### src/hdl/pdc_pkg.sv
// pdc_pkg: shared codes, widths and beat structs of the packet deframer.
// No dependencies; used by pdc_deframer and packet_deframer_checksum_unit.
package pdc_pkg;

  // Header layout: src, dst, type, seq lo/hi, len lo/hi, checksum lo/hi
  localparam int unsigned HeaderBytes = 9;
  localparam int unsigned HdrIdxW     = $clog2(HeaderBytes);
  localparam int unsigned SumBytes    = 7;
  localparam int unsigned HdrSrc      = 0;
  localparam int unsigned HdrDst      = 1;
  localparam int unsigned HdrKind     = 2;
  localparam int unsigned HdrSeqLo    = 3;
  localparam int unsigned HdrLenLo    = 5;
  localparam int unsigned HdrChkLo    = 7;

  // Input selector codes
  localparam logic [1:0] FnByte    = 2'd0;
  localparam logic [1:0] FnFail    = 2'd1;
  localparam logic [1:0] FnRestart = 2'd2;

  // Phase / status codes
  localparam logic [2:0] PhSeek    = 3'd0;
  localparam logic [2:0] PhHeader  = 3'd1;
  localparam logic [2:0] PhPayload = 3'd2;
  localparam logic [2:0] PhGood    = 3'd3;
  localparam logic [2:0] PhBad     = 3'd4;

  // Error codes
  localparam logic [1:0] ErrNone = 2'd0;
  localparam logic [1:0] ErrSum  = 2'd1;
  localparam logic [1:0] ErrSize = 2'd2;
  localparam logic [1:0] ErrRead = 2'd3;

  // Configuration register indexes
  localparam logic [1:0] CfgSyncFirst  = 2'd0;
  localparam logic [1:0] CfgSyncSecond = 2'd1;
  localparam logic [1:0] CfgMaxLength  = 2'd2;

  localparam logic [15:0] MaxLengthReset = 16'd1024;

  typedef struct packed {
    logic        en;
    logic [1:0]  index;
    logic [15:0] data;
  } cfg_wr_t;

  typedef struct packed {
    logic [2:0]  status;
    logic [1:0]  error_kind;
    logic        payload_valid;
    logic [7:0]  payload_byte;
    logic [15:0] payload_index;
    logic [7:0]  source_id;
    logic [7:0]  destination_id;
    logic [7:0]  packet_kind;
    logic [15:0] sequence_id;
    logic [15:0] payload_length;
  } result_t;

endpackage

### src/hdl/pdc_deframer.sv
// pdc_deframer: framing state, header store, checksum and per-beat result.
// Depends on pdc_pkg.
module pdc_deframer (
  input  logic             clk_i,
  input  logic             rst_ni,
  input  pdc_pkg::cfg_wr_t cfg_i,
  input  logic             step_i,
  input  logic [1:0]       func_i,
  input  logic [7:0]       data_byte_i,
  output pdc_pkg::result_t result_o
);

  logic [7:0]  sync_first_q, sync_first_d;
  logic [7:0]  sync_second_q, sync_second_d;
  logic [15:0] max_length_q, max_length_d;

  logic [2:0]  phase_q, phase_d;
  logic [7:0]  prev_q, prev_d;
  logic [15:0] cnt_q, cnt_d;
  logic [15:0] sum_q, sum_d;
  logic [1:0]  err_q, err_d;

  logic [7:0]  hdr_q [pdc_pkg::HeaderBytes];
  logic [7:0]  hdr_d [pdc_pkg::HeaderBytes];

  logic        hdr_wr, hdr_clr;
  logic        pvalid;
  logic [7:0]  pbyte;
  logic [15:0] pindex;
  logic [15:0] byte_ext, len_q, chk_q, sum_inc, cnt_inc;

  // Configuration writes
  always_comb begin
    sync_first_d  = sync_first_q;
    sync_second_d = sync_second_q;
    max_length_d  = max_length_q;
    if (cfg_i.en) begin
      unique case (cfg_i.index)
        pdc_pkg::CfgSyncFirst:  sync_first_d  = cfg_i.data[7:0];
        pdc_pkg::CfgSyncSecond: sync_second_d = cfg_i.data[7:0];
        pdc_pkg::CfgMaxLength:  max_length_d  = cfg_i.data;
        default: ;
      endcase
    end
  end

  assign byte_ext = {8'h00, data_byte_i};
  assign len_q    = {hdr_q[pdc_pkg::HdrLenLo + 1], hdr_q[pdc_pkg::HdrLenLo]};
  assign chk_q    = {hdr_q[pdc_pkg::HdrChkLo + 1], hdr_q[pdc_pkg::HdrChkLo]};
  assign sum_inc  = sum_q + byte_ext;
  assign cnt_inc  = cnt_q + 16'd1;

  // Framing state update for one beat
  always_comb begin
    phase_d = phase_q;
    prev_d  = prev_q;
    cnt_d   = cnt_q;
    sum_d   = sum_q;
    err_d   = err_q;
    hdr_wr  = 1'b0;
    hdr_clr = 1'b0;
    pvalid  = 1'b0;
    pbyte   = 8'h00;
    pindex  = 16'h0000;
    if (step_i) begin
      case (func_i)
        pdc_pkg::FnFail: begin
          phase_d = pdc_pkg::PhBad;
          err_d   = pdc_pkg::ErrRead;
        end
        pdc_pkg::FnRestart: begin
          phase_d = pdc_pkg::PhSeek;
          prev_d  = 8'h00;
          cnt_d   = 16'h0000;
          sum_d   = 16'h0000;
          err_d   = pdc_pkg::ErrNone;
          hdr_clr = 1'b1;
        end
        pdc_pkg::FnByte: begin
          unique case (phase_q)
            pdc_pkg::PhSeek: begin
              // matching byte does not replace the previous byte
              if (prev_q == sync_first_q && data_byte_i == sync_second_q) begin
                phase_d = pdc_pkg::PhHeader;
                cnt_d   = 16'h0000;
                sum_d   = 16'h0000;
              end else begin
                prev_d = data_byte_i;
              end
            end
            pdc_pkg::PhHeader: begin
              hdr_wr = 1'b1;
              cnt_d  = cnt_inc;
              // checksum covers the header bytes ahead of the checksum field
              if (cnt_q < 16'(pdc_pkg::SumBytes)) sum_d = sum_inc;
              if (cnt_q == 16'(pdc_pkg::HeaderBytes - 1)) begin
                if (len_q <= max_length_q) begin
                  cnt_d = 16'h0000;
                  if (len_q == 16'h0000) begin
                    // empty payload: judge now, checksum high byte is this beat
                    if (16'({data_byte_i, hdr_q[pdc_pkg::HdrChkLo]} + sum_q) == 16'h0000)
                    begin
                      phase_d = pdc_pkg::PhGood;
                    end else begin
                      phase_d = pdc_pkg::PhBad;
                      err_d   = pdc_pkg::ErrSum;
                    end
                  end else begin
                    phase_d = pdc_pkg::PhPayload;
                  end
                end else begin
                  phase_d = pdc_pkg::PhBad;
                  err_d   = pdc_pkg::ErrSize;
                end
              end
            end
            pdc_pkg::PhPayload: begin
              sum_d  = sum_inc;
              pvalid = 1'b1;
              pbyte  = data_byte_i;
              pindex = cnt_q;
              cnt_d  = cnt_inc;
              if (cnt_inc == len_q) begin
                if (16'(chk_q + sum_inc) == 16'h0000) begin
                  phase_d = pdc_pkg::PhGood;
                end else begin
                  phase_d = pdc_pkg::PhBad;
                  err_d   = pdc_pkg::ErrSum;
                end
              end
            end
            default: ; // good and bad ignore bytes
          endcase
        end
        default: ;
      endcase
    end
  end

  // Header store next value: cleared on restart, written by position
  always_comb begin
    for (int i = 0; i < pdc_pkg::HeaderBytes; i++) begin
      if (hdr_clr) begin
        hdr_d[i] = 8'h00;
      end else if (hdr_wr && cnt_q[pdc_pkg::HdrIdxW-1:0] == pdc_pkg::HdrIdxW'(i)) begin
        hdr_d[i] = data_byte_i;
      end else begin
        hdr_d[i] = hdr_q[i];
      end
    end
  end

  always_ff @(posedge clk_i or negedge rst_ni) begin
    if (!rst_ni) begin
      sync_first_q  <= 8'h00;
      sync_second_q <= 8'h00;
      max_length_q  <= pdc_pkg::MaxLengthReset;
      phase_q       <= pdc_pkg::PhSeek;
      prev_q        <= 8'h00;
      cnt_q         <= 16'h0000;
      sum_q         <= 16'h0000;
      err_q         <= pdc_pkg::ErrNone;
    end else begin
      sync_first_q  <= sync_first_d;
      sync_second_q <= sync_second_d;
      max_length_q  <= max_length_d;
      phase_q       <= phase_d;
      prev_q        <= prev_d;
      cnt_q         <= cnt_d;
      sum_q         <= sum_d;
      err_q         <= err_d;
    end
  end

  // header bytes are payload: no reset
  always_ff @(posedge clk_i) begin
    for (int i = 0; i < pdc_pkg::HeaderBytes; i++) hdr_q[i] <= hdr_d[i];
  end

  // Result reflects the state after this beat
  always_comb begin
    result_o.status         = phase_d;
    result_o.error_kind     = (phase_d == pdc_pkg::PhBad) ? err_d : pdc_pkg::ErrNone;
    result_o.payload_valid  = pvalid;
    result_o.payload_byte   = pbyte;
    result_o.payload_index  = pindex;
    result_o.source_id      = hdr_d[pdc_pkg::HdrSrc];
    result_o.destination_id = hdr_d[pdc_pkg::HdrDst];
    result_o.packet_kind    = hdr_d[pdc_pkg::HdrKind];
    result_o.sequence_id    = {hdr_d[pdc_pkg::HdrSeqLo + 1], hdr_d[pdc_pkg::HdrSeqLo]};
    result_o.payload_length = {hdr_d[pdc_pkg::HdrLenLo + 1], hdr_d[pdc_pkg::HdrLenLo]};
  end

endmodule

### src/hdl/packet_deframer_checksum_unit.sv
// packet_deframer_checksum_unit: top level, input beat register, output register.
// Depends on pdc_pkg and pdc_deframer.
//
//   channel | direction | handshake               | payload
//   --------+-----------+-------------------------+----------------------------------
//   in      | input     | in_valid_i / in_stall_o | func_i, data_byte_i
//   out     | output    | out_valid_o/out_stall_i | status_o .. payload_length_o
//   cfg     | input     | cfg_valid_i/cfg_ready_o | cfg_index_i, cfg_data_i
//
// One result beat per input beat; one beat per cycle sustained while out_stall_i is low.
// The input register holds each beat, then the deframer step is registered into the output register.
// Reset (rst_ni low, async) returns to sync hunt with default configuration.
// Output stall holds the output register; the input register keeps accepting while
// either register has room. Config writes are always ready.
module packet_deframer_checksum_unit (
  input  logic        clk_i,
  input  logic        rst_ni,
  // input beats
  input  logic        in_valid_i,
  output logic        in_stall_o,
  input  logic [1:0]  func_i,
  input  logic [7:0]  data_byte_i,
  // result beats
  output logic        out_valid_o,
  input  logic        out_stall_i,
  output logic [2:0]  status_o,
  output logic [1:0]  error_kind_o,
  output logic        payload_valid_o,
  output logic [7:0]  payload_byte_o,
  output logic [15:0] payload_index_o,
  output logic [7:0]  source_id_o,
  output logic [7:0]  destination_id_o,
  output logic [7:0]  packet_kind_o,
  output logic [15:0] sequence_id_o,
  output logic [15:0] payload_length_o,
  // configuration writes
  input  logic        cfg_valid_i,
  output logic        cfg_ready_o,
  input  logic [1:0]  cfg_index_i,
  input  logic [15:0] cfg_data_i
);

  logic             in_valid_q, in_valid_d;
  logic [1:0]       in_func_q;
  logic [7:0]       in_byte_q;
  logic             out_valid_q, out_valid_d;
  pdc_pkg::result_t res_q, res_step;
  pdc_pkg::cfg_wr_t cfg_wr;
  logic             out_room, advance, in_take;

  assign cfg_ready_o   = 1'b1;
  assign cfg_wr.en     = cfg_valid_i & cfg_ready_o;
  assign cfg_wr.index  = cfg_index_i;
  assign cfg_wr.data   = cfg_data_i;

  // Handshake between the two registers
  assign out_room   = ~out_valid_q | ~out_stall_i;
  assign advance    = in_valid_q & out_room;
  assign in_stall_o = in_valid_q & ~out_room;
  assign in_take    = in_valid_i & ~in_stall_o;
  assign in_valid_d = in_take | (in_valid_q & ~advance);
  assign out_valid_d = out_room ? advance : out_valid_q;

  pdc_deframer u_deframer (
    .clk_i       (clk_i),
    .rst_ni      (rst_ni),
    .cfg_i       (cfg_wr),
    .step_i      (advance),
    .func_i      (in_func_q),
    .data_byte_i (in_byte_q),
    .result_o    (res_step)
  );

  always_ff @(posedge clk_i or negedge rst_ni) begin
    if (!rst_ni) begin
      in_valid_q  <= 1'b0;
      out_valid_q <= 1'b0;
    end else begin
      in_valid_q  <= in_valid_d;
      out_valid_q <= out_valid_d;
    end
  end

  // Payload registers
  always_ff @(posedge clk_i) begin
    if (in_take) begin
      in_func_q <= func_i;
      in_byte_q <= data_byte_i;
    end
    if (advance) res_q <= res_step;
  end

  assign out_valid_o      = out_valid_q;
  assign status_o         = res_q.status;
  assign error_kind_o     = res_q.error_kind;
  assign payload_valid_o  = res_q.payload_valid;
  assign payload_byte_o   = res_q.payload_byte;
  assign payload_index_o  = res_q.payload_index;
  assign source_id_o      = res_q.source_id;
  assign destination_id_o = res_q.destination_id;
  assign packet_kind_o    = res_q.packet_kind;
  assign sequence_id_o    = res_q.sequence_id;
  assign payload_length_o = res_q.payload_length;

endmodule

### config.mk
export PLATFORM = sky130hd
export DESIGN_NAME = packet_deframer_checksum_unit
export DESIGN_NICKNAME = d
export VERILOG_FILES = /design/src/hdl/pdc_pkg.sv /design/src/hdl/pdc_deframer.sv /design/src/hdl/packet_deframer_checksum_unit.sv
export SDC_FILE = /design/constraint.sdc
export NUM_CORES = 1
export LEC_CHECK = 0
export BUFFER_PORTS_ARGS = -buffer_cell sky130_fd_sc_hd__buf_2
export CAP_MARGIN = 20
export CORE_UTILIZATION = 58
export CTS_BUF_LIST = sky130_fd_sc_hd__clkbuf_16
export DETAILED_ROUTE_END_ITERATION = 12
export PLACE_DENSITY_LB_ADDON = 0.25
export SYNTH_ARGS = -nofsm -noshare
export SYNTH_HDL_FRONTEND = slang
export SYNTH_HIERARCHICAL = 1
export SYNTH_SLANG_ARGS = --single-unit
### constraint.sdc
create_clock -name clk_i -period 12.7 [get_ports clk_i]
set_input_delay 3.175 -clock clk_i [delete_from_list [all_inputs] [get_ports clk_i]]
set_output_delay 3.175 -clock clk_i [all_outputs]
set_load 0.01 [all_outputs]
==> flow_summary.toml <==
[timing]
fin_skew_ns = 0.0257
fin_crit_sh_pct = 53.2
finalHoldViolCount = 0
finalSetupViolCount = 0
slew_viol_final = 0
slew_headroom_pct = 33.8
worst_pin_slew_ns = 0.989
whs_ns = 0.460
max_freq_ghz = 0.148
rsz0062_at_grt = "no"
fin_crit_ns = 6.76
setup_tns_ns = 0

[final_layout]
drive_gt1_share_pct = 17.3
area_growth_pct = 13.4
fin_cells = 1650
layout.nets = 1447

[routing]
routed-via-count = 10100
drt_pre_antenna_iters = 5
ant_nets = 0
via_per_inst = 6.10
drc = 0
wl_per_cell_um = 19.7
drt_iter0_drc = 758
routed_wl_mm = 32.5

[critical_path]
cp-start-kind = "input pin"
cp.arrival_ns = 3.59
worst-path-max-fanout = 3
worst_ep_required_time_ns = 9.52
end_kind = "output pin"
critical_path_class = "in2out"

[placed_design]
io_buffers = 120
place_congestion = 0.908
dp_cells = 1598
place_hpwl_mm = 22.3

[pwr]
max-vdd-ir-drop_v = 0.000102
p_comb_share_pct = 19.2
p_seq_share_pct = 46.6
switchingPower_mw = 0.592
p_sw_share_pct = 29.4
internal_power_mw = 1.42
pwr-share-clk_pct = 34.2
p_per_area_nw_per_um2 = 141
power_leakage_nw = 5.93

[clock_tree]
numCtsBuffers = 26
root_buffer = "clkbuf_16"
cts_setup_buffers = 0
tritoncts = "built"
ctsHoldBuffers = 0
cts_resized = 0
htreeDepth = 1
insertion_delay_ns = 0.55
cts.sinks = 247
clkTransAtPathRegs_ns = 0.06
clock_path_buffers = 3

[floorplanning]
core_um2 = 21200
fp.dieH_um = 150
ios = 122
start_util_pct = 59.7
die_area_um2 = 22400
rows = 53
die_x_um = 150

[logic_synthesis]
synth.yosys.warnings = 6
synth_compound_area_share_pct = 15.1
synthXorXnorAreaFrac_pct = 4.49
synthCells = 1242
synth_simple_gate_area_share_pct = 16.3
seq_area_frac_synth_pct = 49.9
ys_ff_latch = 247
syn_nets = 1336
async_flop_share_pct = 32.0
synthFlopType = "edfxtp_1"
syn-mean-instance-area_um2 = 10.2
synth_top_family_by_area = "simple AND/OR/NAND/NOR gates"
synth_edf_count = 96
muxShareOfSynthArea_pct = 4.39
synth_fa_ha_area_share_pct = 6.23
syn_area_um2 = 12600
synth_cell_types = 79

[global_route]
grt_pass1_wl_mm = 51.1
grt_antenna_before_repair = 1
grt_max_degree = 80
overflow = 0
grt_usage_pct = 29.4
grt_pass1_vias = 9521

[run_status]
status = "finished clean"

[hold_path]
hold_class = "reg2reg"

[run]
drv_cap = 0
## power groups by stage
stage / logic, mW / registers (mW) / clock network (mW)
global route: 0.424 / 0.945 / 0.730
detailed placement: 0.377 / 0.953 / 0
CTS: 0.380 / 0.938 / 0.699
finish: 0.387 / 0.939 / 0.688
global placement: 0.372 / 0.952 / 0
floorplan: 0.261 / 0.956 / 0
## layer usage
metal	part of all wire [%]	routed length, um	vias up	global-route usage, %
met4	2.7	878	0	9.13
met3	8.0	2620	61	5.03
met5	0	0	-	0
met1	44	14300	4809	42.7
met2	45	14700	452	44.8
li1	-	-	4747	-
## cell type report
cell class / instances / area, um2
clock inverter: 22 / 126
clock buffer: 26 / 651
timing repair buffer: 139 / 769
antenna: 2 / 5.00
tap: 275 / 344
inverter: 60 / 225
fill: 1639 / 6840
sequential: 247 / 6300
multi-input combinational: 879 / 5890
## cells by family after synthesis
kind of cell / Yosys count
and+or+nand+nor: 414
AOI/OAI and AO/OA: 289
DFF: 247
buffers and inverters: 116
xor gates and xnor gates: 63
adders and majority gates: 61
muxes: 51
other: 1
## state kept, by name, indices dropped and copies added (netlist names), 8 cells and up
register / cells
payload_byte_o: 8
source_id_o: 8
in_byte_q: 8
sequence_id_o: 16
u_deframer/sync_second_q: 8
u_deframer/max_length_q: 16
u_deframer/sum_q: 16
payload_length_o: 16
destination_id_o: 8
packet_kind_o: 8
u_deframer/cnt_q: 16
payload_index_o: 16
u_deframer/hdr_q: 72
u_deframer/prev_q: 8
u_deframer/sync_first_q: 8
## cells in the mapped netlist, drive strengths merged (6+ instances only)
master,instances,share of area [%]
nor2,66,2.0
nand2,126,3.7
and3,8,0.40
xor2,16,1.1
a22o,14,0.97
o31ai,12,0.71
edfxtp,96,23
nor4,14,0.69
xnor2,46,3.2
o21ai,49,1.9
ha,58,5.8
a21o,13,0.78
o2111ai,7,0.49
o22ai,7,0.35
o21a,6,0.36
a211oi,13,0.77
nand2b,12,0.59
clkbuf,51,1.5
inv,59,1.8
dfrtp,78,15
dfxtp,72,11
a21oi,106,4.2
nand3,92,3.7
a31oi,7,0.35
nor3,15,0.59
a211o,7,0.49
nand4,16,0.79
nor2b,8,0.40
mux2,35,3.1
mux2i,16,1.3
and2,23,1.1
## worst max-delay path: stages
cell	delay [ns]
buf_2	0.13
nand3_2	0.10
inv_1	0.07
buf_2	0.12
## through the flow
step	worst slack, ns	power (mW)	area (um2)	utilization, %
finish	5.94	2.01	14300	67.7
floorplan	0.601	1.22	12600	-
global placement	5.97	1.32	13500	63.8
global route	5.77	2.10	14300	67.7
CTS	5.94	2.02	14300	67.5
detailed placement	5.91	1.33	13500	63.8
## layout by cell type, fill, tap and decap left out, types with 5 or more instances in the layout
cell type / instances
nand2b_1: 12
nand3_1: 91
o2111ai_1: 7
o22ai_1: 7
or3_1: 5
clkbuf_16: 26
nor3_1: 14
o31ai_1: 12
a21oi_1: 106
dfxtp_1: 72
inv_1: 64
dfrtp_1: 78
clkinv_1: 7
ha_1: 58
mux2_2: 35
a211oi_1: 13
o211a_1: 5
nor4_1: 14
xnor2_1: 46
nor2b_1: 8
o21ai_0: 48
clkinv_2: 7
a211o_1: 7
nor2_1: 65
edfxtp_1: 96
nand2_1: 126
and3_1: 8
a31oi_1: 7
o21bai_1: 5
and2_1: 22
o21a_1: 6
nand4_1: 16
a21o_1: 12
buf_2: 119
a22o_1: 14
mux2i_1: 16
buf_4: 18
xor2_1: 16
and4_1: 5
## path summary, 6_finish.rpt
check,slack [ns],endpoint,cells past startpoint,startpoint
worst max-delay path,5.94,in_stall_o,4,out_stall_i
worst min-delay path,0.46,u_deframer/hdr_q[0][7]$_DFF_P_,2,u_deframer/hdr_q[0][7]$_DFF_P_
worst max register to register,6.30,error_kind_o[0]$_DFFE_PP_,21,in_byte_q[0]$_DFFE_PP_
worst min register to register,0.46,u_deframer/hdr_q[0][7]$_DFF_P_,2,u_deframer/hdr_q[0][7]$_DFF_P_
max in group asynchronous,9.59,u_deframer/max_length_q[10]$_DFFE_PN1P_,2,rst_ni
min in group asynchronous,2.48,u_deframer/prev_q[3]$_DFFE_PN0P_,1,rst_ni
No activity file was read; power rests on OpenSTA's default activity.
